==> src/design/lpmc_pkg.sv <==
// Package for the LED pattern mode controller.
// Holds sizes, codes, the result record and small helper functions.
// No dependencies.
package lpmc_pkg;

  // Sizes of the event queue and the LED row.
  localparam int QUEUE_DEPTH = 32;
  localparam int NUM_LEDS    = 4;

  localparam int FILL_W   = $clog2(QUEUE_DEPTH + 1);
  localparam int POS_W    = $clog2(NUM_LEDS);
  localparam int EVENT_W  = 2;
  localparam int DEB_W    = 10;
  localparam int PERIOD_W = 16;
  localparam int CFG_IDX_W  = 2;
  localparam int CFG_DATA_W = 16;

  localparam logic [PERIOD_W-1:0] ELAPSED_MAX = '1;
  localparam logic [DEB_W-1:0]    SINCE_MAX   = '1;
  localparam logic [NUM_LEDS-1:0] LED_ALL     = '1;

  // Reset values of the configuration registers.
  localparam logic [DEB_W-1:0]    DEBOUNCE_RST = 10'd50;
  localparam logic [PERIOD_W-1:0] FORWARD_RST  = 16'd200;
  localparam logic [PERIOD_W-1:0] BLINK_RST    = 16'd300;
  localparam logic [PERIOD_W-1:0] BACKWARD_RST = 16'd100;

  // Reset positions of the running lights.
  localparam logic [POS_W-1:0] FWD_POS_RST = POS_W'(1 % NUM_LEDS);
  localparam logic [POS_W-1:0] BWD_POS_RST = POS_W'(NUM_LEDS - 1);
  localparam logic [POS_W-1:0] POS_LAST    = POS_W'(NUM_LEDS - 1);

  // Display modes.
  typedef enum logic [1:0] {
    MODE_FORWARD  = 2'd0,
    MODE_BLINK    = 2'd1,
    MODE_BACKWARD = 2'd2
  } mode_t;

  // Button codes as carried on the input and stored in the queue.
  localparam logic [EVENT_W-1:0] BTN_NEXT = 2'd0;
  localparam logic [EVENT_W-1:0] BTN_PREV = 2'd1;
  localparam logic [EVENT_W-1:0] BTN_KEEP = 2'd2;
  // Button code that the controller ignores.
  localparam logic [EVENT_W-1:0] BTN_NONE = 2'd3;
  localparam int NUM_BUTTONS = 3;

  // Input action codes.
  localparam logic ACT_TICK  = 1'b0;
  localparam logic ACT_PRESS = 1'b1;

  // Configuration register indexes.
  localparam logic [CFG_IDX_W-1:0] REG_DEBOUNCE = 2'd0;
  localparam logic [CFG_IDX_W-1:0] REG_FORWARD  = 2'd1;
  localparam logic [CFG_IDX_W-1:0] REG_BLINK    = 2'd2;
  localparam logic [CFG_IDX_W-1:0] REG_BACKWARD = 2'd3;

  // One result item.
  typedef struct packed {
    logic [NUM_LEDS-1:0] leds;
    logic [1:0]          mode;
    logic                press_accepted;
    logic                event_dropped;
    logic [FILL_W-1:0]   queued_events;
  } result_t;

  // Per-cell control of the queue row.
  typedef struct packed {
    logic shift;
    logic load;
  } cell_ctrl_t;

  // Mode after a queued button event is applied.
  function automatic mode_t next_mode(input mode_t cur, input logic [EVENT_W-1:0] ev);
    mode_t m;
    mode_t r;
    begin
      m = (cur == MODE_FORWARD || cur == MODE_BLINK) ? cur : MODE_BACKWARD;
      r = m;
      if (ev == BTN_NEXT) begin
        case (m)
          MODE_FORWARD: r = MODE_BLINK;
          MODE_BLINK:   r = MODE_BACKWARD;
          default:      r = MODE_FORWARD;
        endcase
      end else if (ev == BTN_PREV) begin
        case (m)
          MODE_FORWARD: r = MODE_BACKWARD;
          MODE_BLINK:   r = MODE_FORWARD;
          default:      r = MODE_BLINK;
        endcase
      end
      return r;
    end
  endfunction

endpackage

==> src/design/lpmc_channels.sv <==
// Handshake channels of the LED pattern mode controller: input, result and
// configuration write. Depends on lpmc_pkg.
interface lpmc_in_if;
  import lpmc_pkg::*;
  logic               valid;
  logic               ready;
  logic               action;
  logic [EVENT_W-1:0] button;
  modport source (output valid, action, button, input ready);
  modport sink   (input valid, action, button, output ready);
endinterface

interface lpmc_out_if;
  import lpmc_pkg::*;
  logic                valid;
  logic                ready;
  logic [NUM_LEDS-1:0] leds;
  logic [1:0]          mode;
  logic                press_accepted;
  logic                event_dropped;
  logic [FILL_W-1:0]   queued_events;
  modport source (output valid, leds, mode, press_accepted, event_dropped, queued_events,
                  input ready);
  modport sink   (input valid, leds, mode, press_accepted, event_dropped, queued_events,
                  output ready);
endinterface

interface lpmc_cfg_if;
  import lpmc_pkg::*;
  logic                  valid;
  logic                  ready;
  logic [CFG_IDX_W-1:0]  index;
  logic [CFG_DATA_W-1:0] data;
  modport source (output valid, index, data, input ready);
  modport sink   (input valid, index, data, output ready);
endinterface

==> src/design/lpmc_queue_cell.sv <==
// One cell of the shift-register event queue.
// Depends on lpmc_pkg.
module lpmc_queue_cell (
  input  logic                        clk,
  input  lpmc_pkg::cell_ctrl_t        ctrl,
  input  logic [lpmc_pkg::EVENT_W-1:0] from_upper,
  input  logic [lpmc_pkg::EVENT_W-1:0] push_data,
  output logic [lpmc_pkg::EVENT_W-1:0] data
);
  import lpmc_pkg::*;

  // On a pop every cell takes its upper neighbor's event; on a push only
  // the cell at the fill position loads the new event.
  always_ff @(posedge clk) begin
    if (ctrl.shift) begin
      data <= from_upper;
    end else if (ctrl.load) begin
      data <= push_data;
    end
  end

endmodule

==> src/design/lpmc_event_queue.sv <==
// Event queue built as a row of cells that shift toward the head on a pop.
// Depends on lpmc_pkg and lpmc_queue_cell.
module lpmc_event_queue (
  input  logic                         clk,
  input  logic                         rst,
  input  logic                         push,
  input  logic [lpmc_pkg::EVENT_W-1:0] push_data,
  input  logic                         pop,
  output logic [lpmc_pkg::EVENT_W-1:0] head,
  output logic [lpmc_pkg::FILL_W-1:0]  fill
);
  import lpmc_pkg::*;

  logic [EVENT_W-1:0] cell_data [QUEUE_DEPTH];
  cell_ctrl_t         ctrl      [QUEUE_DEPTH];
  logic [FILL_W-1:0]  fill_next;

  // Build the row; the top cell takes an empty slot from above.
  for (genvar i = 0; i < QUEUE_DEPTH; i++) begin : g_cell
    logic [EVENT_W-1:0] upper;
    if (i == QUEUE_DEPTH - 1) begin : g_top
      assign upper = '0;
    end else begin : g_mid
      assign upper = cell_data[i+1];
    end
    assign ctrl[i].shift = pop;
    assign ctrl[i].load  = push && (fill == FILL_W'(i));
    lpmc_queue_cell u_cell (
      .clk        (clk),
      .ctrl       (ctrl[i]),
      .from_upper (upper),
      .push_data  (push_data),
      .data       (cell_data[i])
    );
  end

  assign head = cell_data[0];

  // Fill count; the caller never pushes a full queue or pops an empty one.
  always_comb begin
    fill_next = fill;
    if (pop) begin
      fill_next = fill - FILL_W'(1);
    end else if (push) begin
      fill_next = fill + FILL_W'(1);
    end
  end

  always_ff @(posedge clk) begin
    if (rst) begin
      fill <= '0;
    end else begin
      fill <= fill_next;
    end
  end

endmodule

==> src/design/led_pattern_mode_controller_core.sv <==
// LED pattern mode controller: ticks and button presses in, LED state out.
// Each accepted item yields one registered result; one item per cycle is
// taken while the result side keeps up, and a two-entry output buffer holds
// results when the result side stalls. The event queue is a row of shift cells.
// Reset (synchronous) loads the default periods and debounce, mode forward with
// LED 0 lit, and an empty queue; no clearing pass is needed.
module led_pattern_mode_controller_core (
  input logic       clk,
  input logic       rst,
  lpmc_in_if.sink   in_ch,
  lpmc_out_if.source out_ch,
  lpmc_cfg_if.sink  cfg
);
  import lpmc_pkg::*;

  // Configuration registers.
  logic [DEB_W-1:0]    debounce_ms;
  logic [PERIOD_W-1:0] forward_period_ms;
  logic [PERIOD_W-1:0] blink_period_ms;
  logic [PERIOD_W-1:0] backward_period_ms;

  // Controller state.
  mode_t               current_mode, current_mode_next;
  logic [NUM_LEDS-1:0] led_register, led_register_next;
  logic [POS_W-1:0]    forward_position, forward_position_next;
  logic [POS_W-1:0]    backward_position, backward_position_next;
  logic                blink_lit, blink_lit_next;
  logic [PERIOD_W-1:0] period_elapsed, period_elapsed_next;
  logic [DEB_W-1:0]    since_last_press [NUM_BUTTONS];
  logic [DEB_W-1:0]    since_last_press_next [NUM_BUTTONS];

  // Queue handshake.
  logic               q_push, q_pop;
  logic [EVENT_W-1:0] q_head;
  logic [FILL_W-1:0]  q_fill;

  // Output buffer.
  result_t res;
  result_t out_data, skid_data;
  logic    out_valid, skid_valid;
  logic    in_xfer, out_xfer;

  assign cfg.ready = 1'b1;
  assign in_ch.ready = !skid_valid;
  assign in_xfer  = in_ch.valid && in_ch.ready;
  assign out_xfer = out_valid && out_ch.ready;

  // Configuration writes.
  always_ff @(posedge clk) begin
    if (rst) begin
      debounce_ms        <= DEBOUNCE_RST;
      forward_period_ms  <= FORWARD_RST;
      blink_period_ms    <= BLINK_RST;
      backward_period_ms <= BACKWARD_RST;
    end else if (cfg.valid) begin
      case (cfg.index)
        REG_DEBOUNCE: debounce_ms        <= cfg.data[DEB_W-1:0];
        REG_FORWARD:  forward_period_ms  <= cfg.data[PERIOD_W-1:0];
        REG_BLINK:    blink_period_ms    <= cfg.data[PERIOD_W-1:0];
        REG_BACKWARD: backward_period_ms <= cfg.data[PERIOD_W-1:0];
        default:      debounce_ms        <= debounce_ms;
      endcase
    end
  end

  lpmc_event_queue u_queue (
    .clk       (clk),
    .rst       (rst),
    .push      (q_push),
    .push_data (in_ch.button),
    .pop       (q_pop),
    .head      (q_head),
    .fill      (q_fill)
  );

  // Per-item update: ticks advance the timers and step the pattern at the
  // end of a period; debounced presses enter the queue unless it is full.
  always_comb begin
    logic [PERIOD_W-1:0] elapsed_inc;
    logic [PERIOD_W-1:0] period;
    logic                accepted;
    logic                dropped;
    mode_t               step_mode;

    current_mode_next      = current_mode;
    led_register_next      = led_register;
    forward_position_next  = forward_position;
    backward_position_next = backward_position;
    blink_lit_next         = blink_lit;
    period_elapsed_next    = period_elapsed;
    for (int i = 0; i < NUM_BUTTONS; i++) begin
      since_last_press_next[i] = since_last_press[i];
    end
    q_push      = 1'b0;
    q_pop       = 1'b0;
    accepted    = 1'b0;
    dropped     = 1'b0;
    step_mode   = current_mode;
    elapsed_inc = (period_elapsed != ELAPSED_MAX) ? period_elapsed + PERIOD_W'(1)
                                                  : period_elapsed;
    case (current_mode)
      MODE_FORWARD: period = forward_period_ms;
      MODE_BLINK:   period = blink_period_ms;
      default:      period = backward_period_ms;
    endcase

    if (in_xfer) begin
      if (in_ch.action == ACT_TICK) begin
        period_elapsed_next = elapsed_inc;
        for (int i = 0; i < NUM_BUTTONS; i++) begin
          if (since_last_press[i] != SINCE_MAX) begin
            since_last_press_next[i] = since_last_press[i] + DEB_W'(1);
          end
        end
        if (elapsed_inc >= period) begin
          period_elapsed_next = '0;
          if (q_fill != '0) begin
            q_pop     = 1'b1;
            step_mode = next_mode(current_mode, q_head);
          end
          current_mode_next = step_mode;
          // Step the pattern of the resulting mode.
          case (step_mode)
            MODE_FORWARD: begin
              led_register_next     = NUM_LEDS'(1) << forward_position;
              forward_position_next = (forward_position == POS_LAST) ? '0
                                      : forward_position + POS_W'(1);
            end
            MODE_BLINK: begin
              led_register_next = blink_lit ? '0 : LED_ALL;
              blink_lit_next    = !blink_lit;
            end
            default: begin
              led_register_next      = NUM_LEDS'(1) << backward_position;
              backward_position_next = (backward_position == '0) ? POS_LAST
                                       : backward_position - POS_W'(1);
            end
          endcase
        end
      end else if (in_ch.button != BTN_NONE &&
                   since_last_press[in_ch.button] >= debounce_ms) begin
        accepted = 1'b1;
        since_last_press_next[in_ch.button] = '0;
        if (q_fill >= FILL_W'(QUEUE_DEPTH)) begin
          dropped = 1'b1;
        end else begin
          q_push = 1'b1;
        end
      end
    end

    res.leds           = led_register_next;
    res.mode           = current_mode_next;
    res.press_accepted = accepted;
    res.event_dropped  = dropped;
    if (q_pop) begin
      res.queued_events = q_fill - FILL_W'(1);
    end else if (q_push) begin
      res.queued_events = q_fill + FILL_W'(1);
    end else begin
      res.queued_events = q_fill;
    end
  end

  // State registers.
  always_ff @(posedge clk) begin
    if (rst) begin
      current_mode      <= MODE_FORWARD;
      led_register      <= NUM_LEDS'(1);
      forward_position  <= FWD_POS_RST;
      backward_position <= BWD_POS_RST;
      blink_lit         <= 1'b0;
      period_elapsed    <= '0;
      for (int i = 0; i < NUM_BUTTONS; i++) begin
        since_last_press[i] <= '0;
      end
    end else begin
      current_mode      <= current_mode_next;
      led_register      <= led_register_next;
      forward_position  <= forward_position_next;
      backward_position <= backward_position_next;
      blink_lit         <= blink_lit_next;
      period_elapsed    <= period_elapsed_next;
      for (int i = 0; i < NUM_BUTTONS; i++) begin
        since_last_press[i] <= since_last_press_next[i];
      end
    end
  end

  // Output register with a skid entry behind it.
  always_ff @(posedge clk) begin
    if (rst) begin
      out_valid  <= 1'b0;
      skid_valid <= 1'b0;
    end else if (out_xfer) begin
      if (skid_valid) begin
        skid_valid <= 1'b0;
      end else begin
        out_valid <= in_xfer;
      end
    end else if (in_xfer) begin
      if (out_valid) begin
        skid_valid <= 1'b1;
      end else begin
        out_valid <= 1'b1;
      end
    end
  end

  always_ff @(posedge clk) begin
    if (out_xfer) begin
      if (skid_valid) begin
        out_data <= skid_data;
      end else if (in_xfer) begin
        out_data <= res;
      end
    end else if (in_xfer) begin
      if (out_valid) begin
        skid_data <= res;
      end else begin
        out_data <= res;
      end
    end
  end

  assign out_ch.valid          = out_valid;
  assign out_ch.leds           = out_data.leds;
  assign out_ch.mode           = out_data.mode;
  assign out_ch.press_accepted = out_data.press_accepted;
  assign out_ch.event_dropped  = out_data.event_dropped;
  assign out_ch.queued_events  = out_data.queued_events;

endmodule

==> src/flat_wrapper.sv <==
// flat-port wrapper written by rule: the top's interface ports become plain ports
module led_pattern_mode_controller_core_flat import lpmc_pkg::*;
  (clk, rst, in_ch_valid, in_ch_action, in_ch_button, in_ch_ready, out_ch_valid, out_ch_leds, out_ch_mode, out_ch_press_accepted, out_ch_event_dropped, out_ch_queued_events, out_ch_ready, cfg_valid, cfg_index, cfg_data, cfg_ready);
  lpmc_in_if in_ch_i ();
  lpmc_out_if out_ch_i ();
  lpmc_cfg_if cfg_i ();
  input logic clk;
  input logic rst;
  input wire logic [$bits(in_ch_i.valid)-1:0] in_ch_valid;
  input wire logic [$bits(in_ch_i.action)-1:0] in_ch_action;
  input wire logic [$bits(in_ch_i.button)-1:0] in_ch_button;
  output wire logic [$bits(in_ch_i.ready)-1:0] in_ch_ready;
  output wire logic [$bits(out_ch_i.valid)-1:0] out_ch_valid;
  output wire logic [$bits(out_ch_i.leds)-1:0] out_ch_leds;
  output wire logic [$bits(out_ch_i.mode)-1:0] out_ch_mode;
  output wire logic [$bits(out_ch_i.press_accepted)-1:0] out_ch_press_accepted;
  output wire logic [$bits(out_ch_i.event_dropped)-1:0] out_ch_event_dropped;
  output wire logic [$bits(out_ch_i.queued_events)-1:0] out_ch_queued_events;
  input wire logic [$bits(out_ch_i.ready)-1:0] out_ch_ready;
  input wire logic [$bits(cfg_i.valid)-1:0] cfg_valid;
  input wire logic [$bits(cfg_i.index)-1:0] cfg_index;
  input wire logic [$bits(cfg_i.data)-1:0] cfg_data;
  output wire logic [$bits(cfg_i.ready)-1:0] cfg_ready;
  assign in_ch_i.valid = in_ch_valid;
  assign in_ch_i.action = in_ch_action;
  assign in_ch_i.button = in_ch_button;
  assign in_ch_ready = in_ch_i.ready;
  assign out_ch_valid = out_ch_i.valid;
  assign out_ch_leds = out_ch_i.leds;
  assign out_ch_mode = out_ch_i.mode;
  assign out_ch_press_accepted = out_ch_i.press_accepted;
  assign out_ch_event_dropped = out_ch_i.event_dropped;
  assign out_ch_queued_events = out_ch_i.queued_events;
  assign out_ch_i.ready = out_ch_ready;
  assign cfg_i.valid = cfg_valid;
  assign cfg_i.index = cfg_index;
  assign cfg_i.data = cfg_data;
  assign cfg_ready = cfg_i.ready;
  led_pattern_mode_controller_core u_core (.clk(clk), .rst(rst), .in_ch(in_ch_i), .out_ch(out_ch_i), .cfg(cfg_i));
endmodule
==> config.mk <==
export PLATFORM = sky130hd
export DESIGN_NAME = led_pattern_mode_controller_core_flat
export DESIGN_NICKNAME = d
export VERILOG_FILES = /design/src/design/lpmc_pkg.sv /design/src/design/lpmc_channels.sv /design/src/design/lpmc_queue_cell.sv /design/src/design/lpmc_event_queue.sv /design/src/design/led_pattern_mode_controller_core.sv /design/src/flat_wrapper.sv
export SDC_FILE = /design/constraint.sdc
export NUM_CORES = 1
export LEC_CHECK = 0
export BUFFER_PORTS_ARGS = -buffer_cell sky130_fd_sc_hd__buf_2
export CORE_ASPECT_RATIO = 1.2
export CORE_MARGIN = 2
export CORE_UTILIZATION = 30
export CTS_CLUSTER_SIZE = 8
export DETAILED_ROUTE_END_ITERATION = 16
export PLACE_DENSITY = 0.46
export SLEW_MARGIN = 20
export SYNTH_ARGS = -nofsm -noshare
export SYNTH_HDL_FRONTEND = slang
export SYNTH_SLANG_ARGS = --single-unit
==> constraint.sdc <==
create_clock -name clk -period 5.4 [get_ports clk]
set_input_delay 0.81 -clock clk [delete_from_list [all_inputs] [get_ports clk]]
set_output_delay 0.81 -clock clk [all_outputs]
set_load 0.005 [all_outputs]
==> run_results.csv, run 1 <==
group,metric,value,unit
grt,grt_overflow_total,0,
timing,timing.final.ws_setup,0.868,ns
synthesis,synthTopCellsByCount,"nand2_1, a21oi_1, dfxtp_1, edfxtp_1, nor2_1",
synthesis,avgSynthCellArea,8.88,um^2
cts,numClockSinks,215,
placed_design,place_area,0.0115,mm^2
final_layout,final_nets,1300,
cts,h-tree-depth,1,
timing,slew-limit-headroom,41.4,%
grt,grt_pass1_wl,45.3,mm
route,wl_per_cell,15.9,um
worst_hold_path,hold_class,"reg2reg",
route,vias_per_cell,4.94,
route,post-route-drc-count,0,
synthesis,syn_area,0.0108,mm^2
placed_design,hpwl,18.7,mm
worst_setup_path,crit_type,"reg2reg",
synthesis,synth.most_common_cell,"nand2_1",
synthesis,yosys.area.top_type,"edfxtp_1",
route,ant_nets,0,
final_layout,drive_gt1_share,10.1,%
power_and_ir_drop,seqPwrFrac,46.9,%
run,maxCapViolCount,0,
final_layout,postLayoutCellArea,0.0123,mm^2
route,vias,8520,
die,start_util,30.3,%
route,drt_iter0_markers,395,
worst_setup_path,end_kind,"flip-flop",
placed_design,gp_congestion,0.787,
cts,cts_hold_buf,0,
synthesis,yosysWarnings,0,
grt,antenna_found_initial,0,
timing,worst_pin_slew,0.873,ns
power_and_ir_drop,p_int,2.85,mW
grt,grt_max_degree,55,
cts,cts_buffer_depth,3,
route,routed.top_layer,"met4",
final_layout,syn2layout_area_growth,13.8,%
synthesis,synth_top_area_share,25.0,%
placed_design,portBuffers,41,
worst_setup_path,required,5.65,ns
synthesis,seq_area_frac_synth,48.1,%
worst_setup_path,crit_chain,"nand4_1 -> nor3_2 -> nand3_1 -> and3_1 -> xor2_1 -> ha_1 -> and2_1 -> o2111ai_1 -> o32ai_4 -> o21ai_2 -> nor2_4 -> mux2i_1 -> a41oi_1",
route,detail_route.wirelength.met1,13.0,mm
timing,period_needed,4.53,ns
grt,grt_pass1_vias,8403,
power_and_ir_drop,combPwrFrac,6.1,%
power_and_ir_drop,swShare,23.2,%
synthesis,synth_nets,1280,
worst_setup_path,worst_setup_path_start_kind,"flip-flop",
synthesis,synth_flop_cell,"dfxtp_1",
die,io_pins,43,
synthesis,ys_top_cells_by_area,"edfxtp_1, dfxtp_1, nand2_1",
synthesis,synth_cells,1218,
timing,fmax,221,MHz
power_and_ir_drop,powerDensity,302,mW/mm^2
timing,fin_worst_skew,0.0142,ns
final_layout,diodes,0,
worst_setup_path,ff2ff_path_depth,13,
worst_setup_path,crit-reg2reg-capture,"u_core.out_ch.mode[0]$_DFFE_PP_",
power_and_ir_drop,p_clk_share,47.0,%
worst_setup_path,cp_top_family,"simple AND/OR/NAND/NOR gates",
route,route.met3.wl,943,um
cts,cts.clk_slew.worst_paths,0.05,ns
cts,clk_latency,0.56,ns
power_and_ir_drop,ir_drop,200,uV
die,fp.dieW,177,um
worst_setup_path,reg2reg_from,"u_core.period_elapsed[3]$_SDFFE_PP0P_",
cts,post-cts-setup-buffers,0,
worst_setup_path,slowest_stage,"nor2_4",
synthesis,synth.distinct_cells,70,
timing,setup-violations-final,0,
route,wl_met2,12.9,mm
timing,rsz0062_at_grt,"false",
cts,cts_resized,0,
cts,cts_tree,"built",
worst_setup_path,crit_fanout,22,
synthesis,ys_seq_elements,215,
worst_setup_path,arrival,4.78,ns
placed_design,post-place-ws,0.844,ns
worst_setup_path,max_stage_delay,0.50,ns
cts,cts_root_buf,"clkbuf_16",
worst_hold_path,hold_path_startpoint,"u_core.backward_period_ms[12]$_SDFFE_PP0P_",
synthesis,synth_edf_count,90,
power_and_ir_drop,power_leakage,4.64,nW
timing,finalCritPeriodShare,83.9,%
timing,finalSetupTns,0,ns
worst_setup_path,cp_num_buf_inv,0,
worst_hold_path,hold_depth,2,
die,core_area,0.0358,mm^2
grt,grtUsageTotal,14.9,%
synthesis,synth_async_sr_flop_share,0,%
die,rows,76,
power_and_ir_drop,p_sw,861,uW
cts,numCtsBuffers,31,
die,dieArea,0.0376,mm^2
route,wl,27.4,mm
worst_hold_path,worst_hold_path.endpoint,"u_core.backward_period_ms[12]$_SDFFE_PP0P_",
timing,drv_slew,0,
route,drt-pass1-iter-count,4,
die,die_h,212,um
run_status,outcome,"finished clean",
timing,hold_violations,0,
worst_setup_path,reg2reg_setup_slack,0.87,ns
-- through the flow --
step	hold WS [ns]	std cells	util (%)	power [mW]
after floorplan	0.436	1218	-	1.92
after global placement	0.441	1673	32.0	2.00
after detailed placement	0.448	1673	32.0	2.00
after CTS	0.455	1723	34.4	3.78
after global routing	0.471	1723	34.4	3.87
final	0.452	1723	34.4	3.71
-- layer usage --
| layer | vias up | track usage, % |
|---|---|---|
| met5 | - | 0 |
| met4 | 0 | 3.96 |
| met2 | 115 | 25.2 |
| met1 | 4005 | 19.9 |
| li1 | 4369 | - |
| met3 | 31 | 2.13 |
-- state kept, by name, indices dropped and copies added, names as in the netlist --
| name | flops |
|---|---|
| u_core.u_queue.g_cell.u_cell.data | 64 |
| u_core.since_last_press | 30 |
| u_core.backward_period_ms | 16 |
| u_core.blink_period_ms | 16 |
| u_core.forward_period_ms | 16 |
| u_core.period_elapsed | 16 |
| u_core.skid_data | 14 |
| u_core.debounce_ms | 10 |
| u_core.out_ch.queued_events | 6 |
| u_core.u_queue.fill | 6 |
| u_core.led_register | 4 |
| u_core.out_ch.leds | 4 |
| u_core.backward_position | 2 |
| u_core.current_mode | 2 |
| u_core.forward_position | 2 |
| u_core.out_ch.mode | 2 |
| u_core.blink_lit | 1 |
| u_core.out_ch.event_dropped | 1 |
| u_core.out_ch.press_accepted | 1 |
| u_core.out_ch.valid | 1 |
| u_core.skid_valid | 1 |
-- layout by cell type, fill, tap and decap left out, types with 9 or more instances in the layout --
master and n:
or3_1 9, a21oi_1 126, a21o_1 36, a31oi_1 16, o21ai_0 74, buf_2 40
dfxtp_1 125, nand4_1 10, ha_1 36, nand2_1 242, clkbuf_1 18, nor2_1 88
nand3b_1 16, mux2i_1 31, nand3_1 36, edfxtp_1 90, a22oi_1 12, and3_1 22
nor3_1 20, buf_4 21, clkbuf_16 31, inv_1 28
-- area by class of cell --
| cell class | instances | area, um^2 |
|---|---|---|
| Fill cell | 3829 | 23400 |
| Sequential cell | 215 | 5200 |
| Multi-Input combinational cell | 901 | 5200 |
| Clock buffer | 49 | 843 |
| Tap cell | 468 | 586 |
| Timing Repair Buffer | 61 | 358 |
| Inverter | 28 | 105 |
| Clock inverter | 1 | 7.51 |
-- logic make-up (layout without fill, tap and decap cells) --
logic type,count (synthesis),count (layout),synth area share [%]
compound gates,307,307,17.4
xor+xnor,14,14,1.13
fa+ha+maj,36,36,4.16
buf+inv,102,139,3.90
flops,215,215,48.1
mux,37,37,3.49
other cells,1,1,0.0347
simple gates,506,506,21.8
-- tightest hold or removal path: stages (launching register included) --
cell     delay [ns]
dfxtp_1        0.30
nand2_1        0.05
a21oi_1        0.05
-- power groups by stage --
stage          clock [mW]  combinational [mW]  sequential [mW]
2_1_floorplan           0               0.151             1.77
3_3_place_gp            0               0.227             1.77
3_5_place_dp            0               0.228             1.77
4_1_cts              1.81               0.229             1.74
5_1_grt              1.87               0.255             1.74
6_report             1.75               0.225             1.74
-- worst max-delay path by stage --
stage | start | end | depth (start not counted)
after floorplan | u_core.period_elapsed[0]$_SDFFE_PP0P_ | u_core.out_ch.mode[0]$_DFFE_PP_ | 17
after global routing | u_core.period_elapsed[3]$_SDFFE_PP0P_ | u_core.out_ch.mode[0]$_DFFE_PP_ | 13
after detailed placement | u_core.period_elapsed[3]$_SDFFE_PP0P_ | u_core.out_ch.mode[0]$_DFFE_PP_ | 13
after CTS | u_core.period_elapsed[3]$_SDFFE_PP0P_ | u_core.out_ch.mode[0]$_DFFE_PP_ | 13
final | u_core.period_elapsed[3]$_SDFFE_PP0P_ | u_core.out_ch.mode[0]$_DFFE_PP_ | 13
after global placement | u_core.period_elapsed[3]$_SDFFE_PP0P_ | u_core.u_queue.g_cell[20].u_cell.data[1]$_DFFE_PP_ | 14
No activity file was read; power rests on OpenSTA's default activity.
==> run 2, diff against run 1 <==
- PLACE_DENSITY: 0.46 -> 0.47
- clock period: 5.4 -> 3.91 ns (I/O delays scaled with it)
==> run_results.csv, run 2 (same netlist as run 1, synthesis figures left out) <==
group,metric,value,unit
run_status,outcome,"finished clean",
cts,numCtsBuffers,30,
final_layout,mostFrequentLayoutCell,"nand2_1",
timing,setup-violations-final,0,
worst_hold_path,hold_depth,2,
worst_setup_path,worst_setup_path_start_kind,"flip-flop",
grt,grt_overflow_total,0,
final_layout,largest_register,"u_core.u_queue.g_cell.u_cell.data",
timing,finalSetupTns,0,ns
timing,drv_slew,0,
power_and_ir_drop,combPwrFrac,6.3,%
placed_design,gp_congestion,0.770,
die,die_h,212,um
worst_setup_path,ff2ff_path_depth,15,
timing,worst_pin_slew,0.814,ns
die,fp.dieW,177,um
worst_setup_path,end_kind,"flip-flop",
die,start_util,30.3,%
timing,fin_worst_skew,0.0105,ns
grt,grt_pass1_wl,46.0,mm
cts,cts.clk_slew.worst_paths,0.05,ns
final_layout,final_nets,1319,
route,wl,28.3,mm
timing,period_needed,3.73,ns
power_and_ir_drop,p_int,3.93,mW
final_layout,largest_register_ffs,64,
power_and_ir_drop,swShare,23.1,%
worst_setup_path,crit_type,"reg2reg",
final_layout,drive_gt1_share,12.4,%
placed_design,portBuffers,41,
power_and_ir_drop,power_leakage,4.78,nW
route,vias,8752,
grt,grt_pass1_vias,8472,
timing,fmax,268,MHz
die,rows,76,
cts,cts_tree,"built",
cts,clk_latency,0.54,ns
run,maxCapViolCount,0,
route,drt_iter0_markers,510,
final_layout,final_cell_mix,"nand2_1, a21oi_1, dfxtp_1",
final_layout,finalCoreUtilization,35.2,%
grt,grt_max_degree,66,
timing,hold_violations,0,
cts,h-tree-depth,1,
power_and_ir_drop,p_clk_share,46.6,%
route,wl_per_cell,16.3,um
grt,grtUsageTotal,15.1,%
route,vias_per_cell,5.03,
timing,slew-limit-headroom,45.3,%
placed_design,hpwl,19.1,mm
die,io_pins,43,
power_and_ir_drop,seqPwrFrac,47.1,%
power_and_ir_drop,ir_drop,281,uV
cts,cts_buffer_depth,3,
final_layout,postLayoutCellArea,0.0126,mm^2
worst_setup_path,required,4.33,ns
grt,antenna_found_initial,0,
worst_setup_path,arrival,4.14,ns
power_and_ir_drop,powerDensity,406,mW/mm^2
worst_setup_path,crit_fanout,12,
timing,finalCritPeriodShare,95.4,%
worst_hold_path,hold_class,"in2reg",
cts,cts_root_buf,"clkbuf_16",
route,ant_nets,0,
power_and_ir_drop,power,5.11,mW
cts,numClockSinks,215,
final_layout,reg_top3,"u_core.u_queue.g_cell.u_cell.data x64, u_core.since_last_press x30",
final_layout,syn2layout_area_growth,16.3,%
placed_design,place_area,0.0116,mm^2
die,dieArea,0.0376,mm^2
route,post-route-drc-count,0,
final_layout,diodes,0,
power_and_ir_drop,p_sw,1.18,mW
die,core_area,0.0358,mm^2
route,drt-pass1-iter-count,5,
==> run 2: cell count changes in the layout (fill, tap and decap cells not counted), moves of 2 or more <==
cell / previous run / this run
clkbuf_1: 18 / 16
nand3_1: 36 / 34
buf_4: 21 / 34
dfxtp_2: 0 / 3
buf_12: 0 / 5
dfxtp_1: 125 / 122
==> run 2: path summary, 6_finish.rpt <==
check                                            startpoint                                               endpoint  slack (ns)
hold reg to reg   u_core.backward_period_ms[1]$_SDFFE_PP0P_              u_core.backward_period_ms[1]$_SDFFE_PP0P_        0.45
hold / removal                                 out_ch_ready                         u_core.skid_valid$_SDFFE_PP0P_        0.30
setup / recovery      u_core.period_elapsed[1]$_SDFFE_PP0P_  u_core.u_queue.g_cell[31].u_cell.data[0]$_SDFFE_PN0P_        0.18
setup reg to reg      u_core.period_elapsed[1]$_SDFFE_PP0P_  u_core.u_queue.g_cell[31].u_cell.data[0]$_SDFFE_PN0P_        0.18
==> run 2: power by group through the flow <==
stage	Clock (mW)	Sequential, mW	Combinational, mW
6_report	2.38	2.41	0.322
3_5_place_dp	0	2.45	0.326
2_1_floorplan	0	2.45	0.209
3_3_place_gp	0	2.45	0.323
4_1_cts	2.46	2.40	0.327
5_1_grt	2.55	2.41	0.365
==> run 2: timing repair <==
item                       CTS  global route
gates resized for setup      0            16
setup endpoints to repair    0           151
hold buffers                 0             0
setup buffers                0             2
==> run 2: critical path, cell delays in order (launching register included) <==
cell and delay, ns:
dfxtp_2 0.34, ha_2 0.19, nand2_1 0.14, or3_1 0.40
o21ai_2 0.18, nor2_2 0.10, nand3_2 0.10, xnor2_1 0.12
ha_1 0.25, a21o_1 0.18, a221o_1 0.29, a21o_1 0.22
o21a_1 0.23, buf_6 0.16, or4_4 0.55, mux2i_1 0.13
==> run 2: metal layers <==
| metal | global-route usage [%] | wire [um] | vias up |
|---|---|---|---|
| li1 | - | - | 4402 |
| met1 | 20.1 | 13000 | 4153 |
| met2 | 25.9 | 13700 | 161 |
| met3 | 2.06 | 1150 | 36 |
| met4 | 3.73 | 501 | 0 |
| met5 | 0 | 0 | - |
==> run 2: cell type report <==
cell class | count | area [um^2]
well taps | 468 | 586
clock buffers | 47 | 836
flip-flops and latches | 215 | 5210
repair buffers | 81 | 592
inverters | 28 | 105
multi-input cells | 901 | 5260
fillers | 3776 | 23200
==> run 2: metrics by stage <==
stage               instances  setup slack (ns)  hold slack, ns
finish                   1740             0.181           0.303
global route             1740           -0.0144           0.299
CTS                      1737            0.0220           0.279
detailed placement       1690            0.0613           0.447
global placement         1690             0.131           0.441
floorplan                1218            0.0874           0.436
==> run 3, diff against run 2 <==
- PLACE_DENSITY: 0.47 -> 0.45
==> run_results.csv, run 3 (same netlist as run 1, synthesis figures left out) <==
group,metric,value,unit
die,rows,76,
timing,finalCritPeriodShare,95.3,%
timing,fin_worst_skew,0.0153,ns
worst_setup_path,ff2ff_path_depth,14,
cts,cts_root_buf,"clkbuf_16",
final_layout,postLayoutCellArea,0.0126,mm^2
placed_design,post-place-ws,0.0764,ns
power_and_ir_drop,p_int,3.94,mW
die,die_h,212,um
cts,h-tree-depth,1,
run,maxCapViolCount,0,
cts,cts_tree,"built",
final_layout,final_cells,1754,
power_and_ir_drop,p_sw,1.20,mW
power_and_ir_drop,swShare,23.3,%
route,vias_per_cell,4.94,
cts,cts_hold_buf,0,
worst_setup_path,crit_fanout,12,
worst_hold_path,hold_class,"in2reg",
route,vias,8672,
power_and_ir_drop,combPwrFrac,6.3,%
route,wl,28.1,mm
timing,worst_pin_slew,0.984,ns
worst_setup_path,reg2reg_setup_slack,0.18,ns
grt,antenna_found_initial,0,
placed_design,hpwl,19.2,mm
timing,timing.final.ws_setup,0.182,ns
route,post-route-drc-count,0,
timing,slew-limit-headroom,33.9,%
final_layout,syn2layout_area_growth,16.9,%
grt,grt_max_degree,63,
worst_setup_path,worst_setup_path_start_kind,"flip-flop",
cts,numCtsBuffers,31,
run_status,outcome,"finished clean",
timing,hold_ws,0.301,ns
power_and_ir_drop,seqPwrFrac,46.9,%
final_layout,largest_register,"u_core.u_queue.g_cell.u_cell.data",
final_layout,reg_top3,"u_core.u_queue.g_cell.u_cell.data x64, u_core.since_last_press x30",
timing,setup-violations-final,0,
worst_setup_path,required,4.33,ns
final_layout,final_nets,1332,
timing,period_needed,3.73,ns
final_layout,fillers,3742,
worst_setup_path,end_kind,"flip-flop",
placed_design,gp_congestion,0.804,
placed_design,place_inst,1703,
timing,fmax,268,MHz
route,wl_per_cell,16.0,um
cts,cts.clk_slew.worst_paths,0.05,ns
route,drt_iter0_markers,437,
power_and_ir_drop,p_clk_share,46.8,%
worst_hold_path,hold_depth,3,
route,drt-pass1-iter-count,5,
die,fp.dieW,177,um
power_and_ir_drop,power_leakage,4.83,nW
die,dieArea,0.0376,mm^2
placed_design,portBuffers,41,
die,start_util,30.3,%
grt,grt_pass1_vias,8669,
worst_hold_path,worst_hold_path.endpoint,"u_core.blink_period_ms[12]$_SDFFE_PP0P_",
worst_setup_path,crit-reg2reg-capture,"u_core.u_queue.g_cell[31].u_cell.data[1]$_SDFFE_PN0P_",
final_layout,largest_register_ffs,64,
final_layout,final_cell_mix,"nand2_1, a21oi_1, dfxtp_1",
die,core_area,0.0358,mm^2
worst_hold_path,hold_path_startpoint,"cfg_data[12]",
grt,grt_pass1_wl,46.2,mm
final_layout,drive_gt1_share,13.5,%
timing,drv_slew,0,
cts,numClockSinks,215,
worst_setup_path,arrival,4.14,ns
worst_setup_path,reg2reg_from,"u_core.period_elapsed[5]$_SDFFE_PP0P_",
power_and_ir_drop,powerDensity,406,mW/mm^2
placed_design,place_area,0.0117,mm^2
cts,cts_buffer_depth,3,
final_layout,diodes,0,
die,io_pins,43,
worst_setup_path,crit_type,"reg2reg",
power_and_ir_drop,ir_drop,302,uV
cts,clk_latency,0.55,ns
final_layout,mostFrequentLayoutCell,"nand2_1",
route,ant_nets,0,
timing,hold_violations,0,
grt,grtUsageTotal,15.1,%
grt,grt_overflow_total,0,
## run 3: changes by cell type in the layout (fill, tap and decap cells not counted), sizes merged
cell and delta:
buf +13, clkbuf -1, clkinv +1, clkinvlp +1
## run 3: how the worst max path moves through the flow
stage	startpoint	endpoint	slack [ns]
3_3_place_gp	u_core.period_elapsed[6]$_SDFFE_PP0P_	u_core.out_ch.queued_events[5]$_DFFE_PP_	0.15
6_report	u_core.period_elapsed[5]$_SDFFE_PP0P_	u_core.u_queue.g_cell[31].u_cell.data[1]$_SDFFE_PN0P_	0.18
3_5_place_dp	u_core.period_elapsed[1]$_SDFFE_PP0P_	u_core.u_queue.g_cell[17].u_cell.data[1]$_DFFE_PP_	0.08
5_1_grt	u_core.period_elapsed[5]$_SDFFE_PP0P_	u_core.u_queue.g_cell[31].u_cell.data[1]$_SDFFE_PN0P_	-0.004
4_1_cts	u_core.period_elapsed[1]$_SDFFE_PP0P_	u_core.u_queue.g_cell[26].u_cell.data[1]$_DFFE_PP_	0.04
2_1_floorplan	u_core.period_elapsed[0]$_SDFFE_PP0P_	u_core.out_ch.mode[0]$_DFFE_PP_	0.09
## run 3: per-stage QoR
stage	total power, mW	utilization, %	TNS, ns
global placement	2.78	32.8	0
global route	5.35	35.4	-0.00409
CTS	5.23	35.2	0
floorplan	2.66	-	0
finish	5.13	35.4	0
detailed placement	2.78	32.8	0
## run 3: layer usage
metal / GRT usage (%) / vias up / part of all wire [%]
met1: 20.5 / 4078 / 48
li1: - / 4430 / -
met3: 2.36 / 35 / 3.7
met4: 3.19 / 0 / 1.4
met2: 25.5 / 129 / 47
met5: 0 / - / 0
## run 3: layout make-up
cell class	instances	area [um^2]	area share, %
well taps	468	586	4.63
clock inverters	2	12.5	0.0990
inverters	28	105	0.831
repair buffers	93	643	5.09
flip-flops and latches	215	5210	41.2
multi-input cells	901	5250	41.5
clock buffers	47	836	6.61
## run 3: critical path: stages (launching register included)
cell and delay [ns]:
dfxtp_1 0.34, nand4_1 0.25, or3_4 0.45, o21ai_2 0.19
nor2_2 0.09, nand3_1 0.12, xnor2_1 0.14, ha_1 0.26
a21o_1 0.18, a221o_1 0.28, a21o_1 0.22, o21a_1 0.23
buf_6 0.16, or4_4 0.56, mux2i_1 0.14
## run 3: power groups by stage
stage,clock [mW],combinational (mW),sequential [mW]
2_1_floorplan,0,0.209,2.45
3_3_place_gp,0,0.325,2.45
3_5_place_dp,0,0.327,2.45
4_1_cts,2.50,0.328,2.40
5_1_grt,2.58,0.367,2.41
6_report,2.40,0.324,2.41
## run 3: repair_timing
| item | 4_1_cts | 5_1_grt |
|---|---|---|
| resized for setup | 0 | 17 |
| buffers inserted | 0 | 2 |
| endpoints found under the setup margin | 0 | 148 |
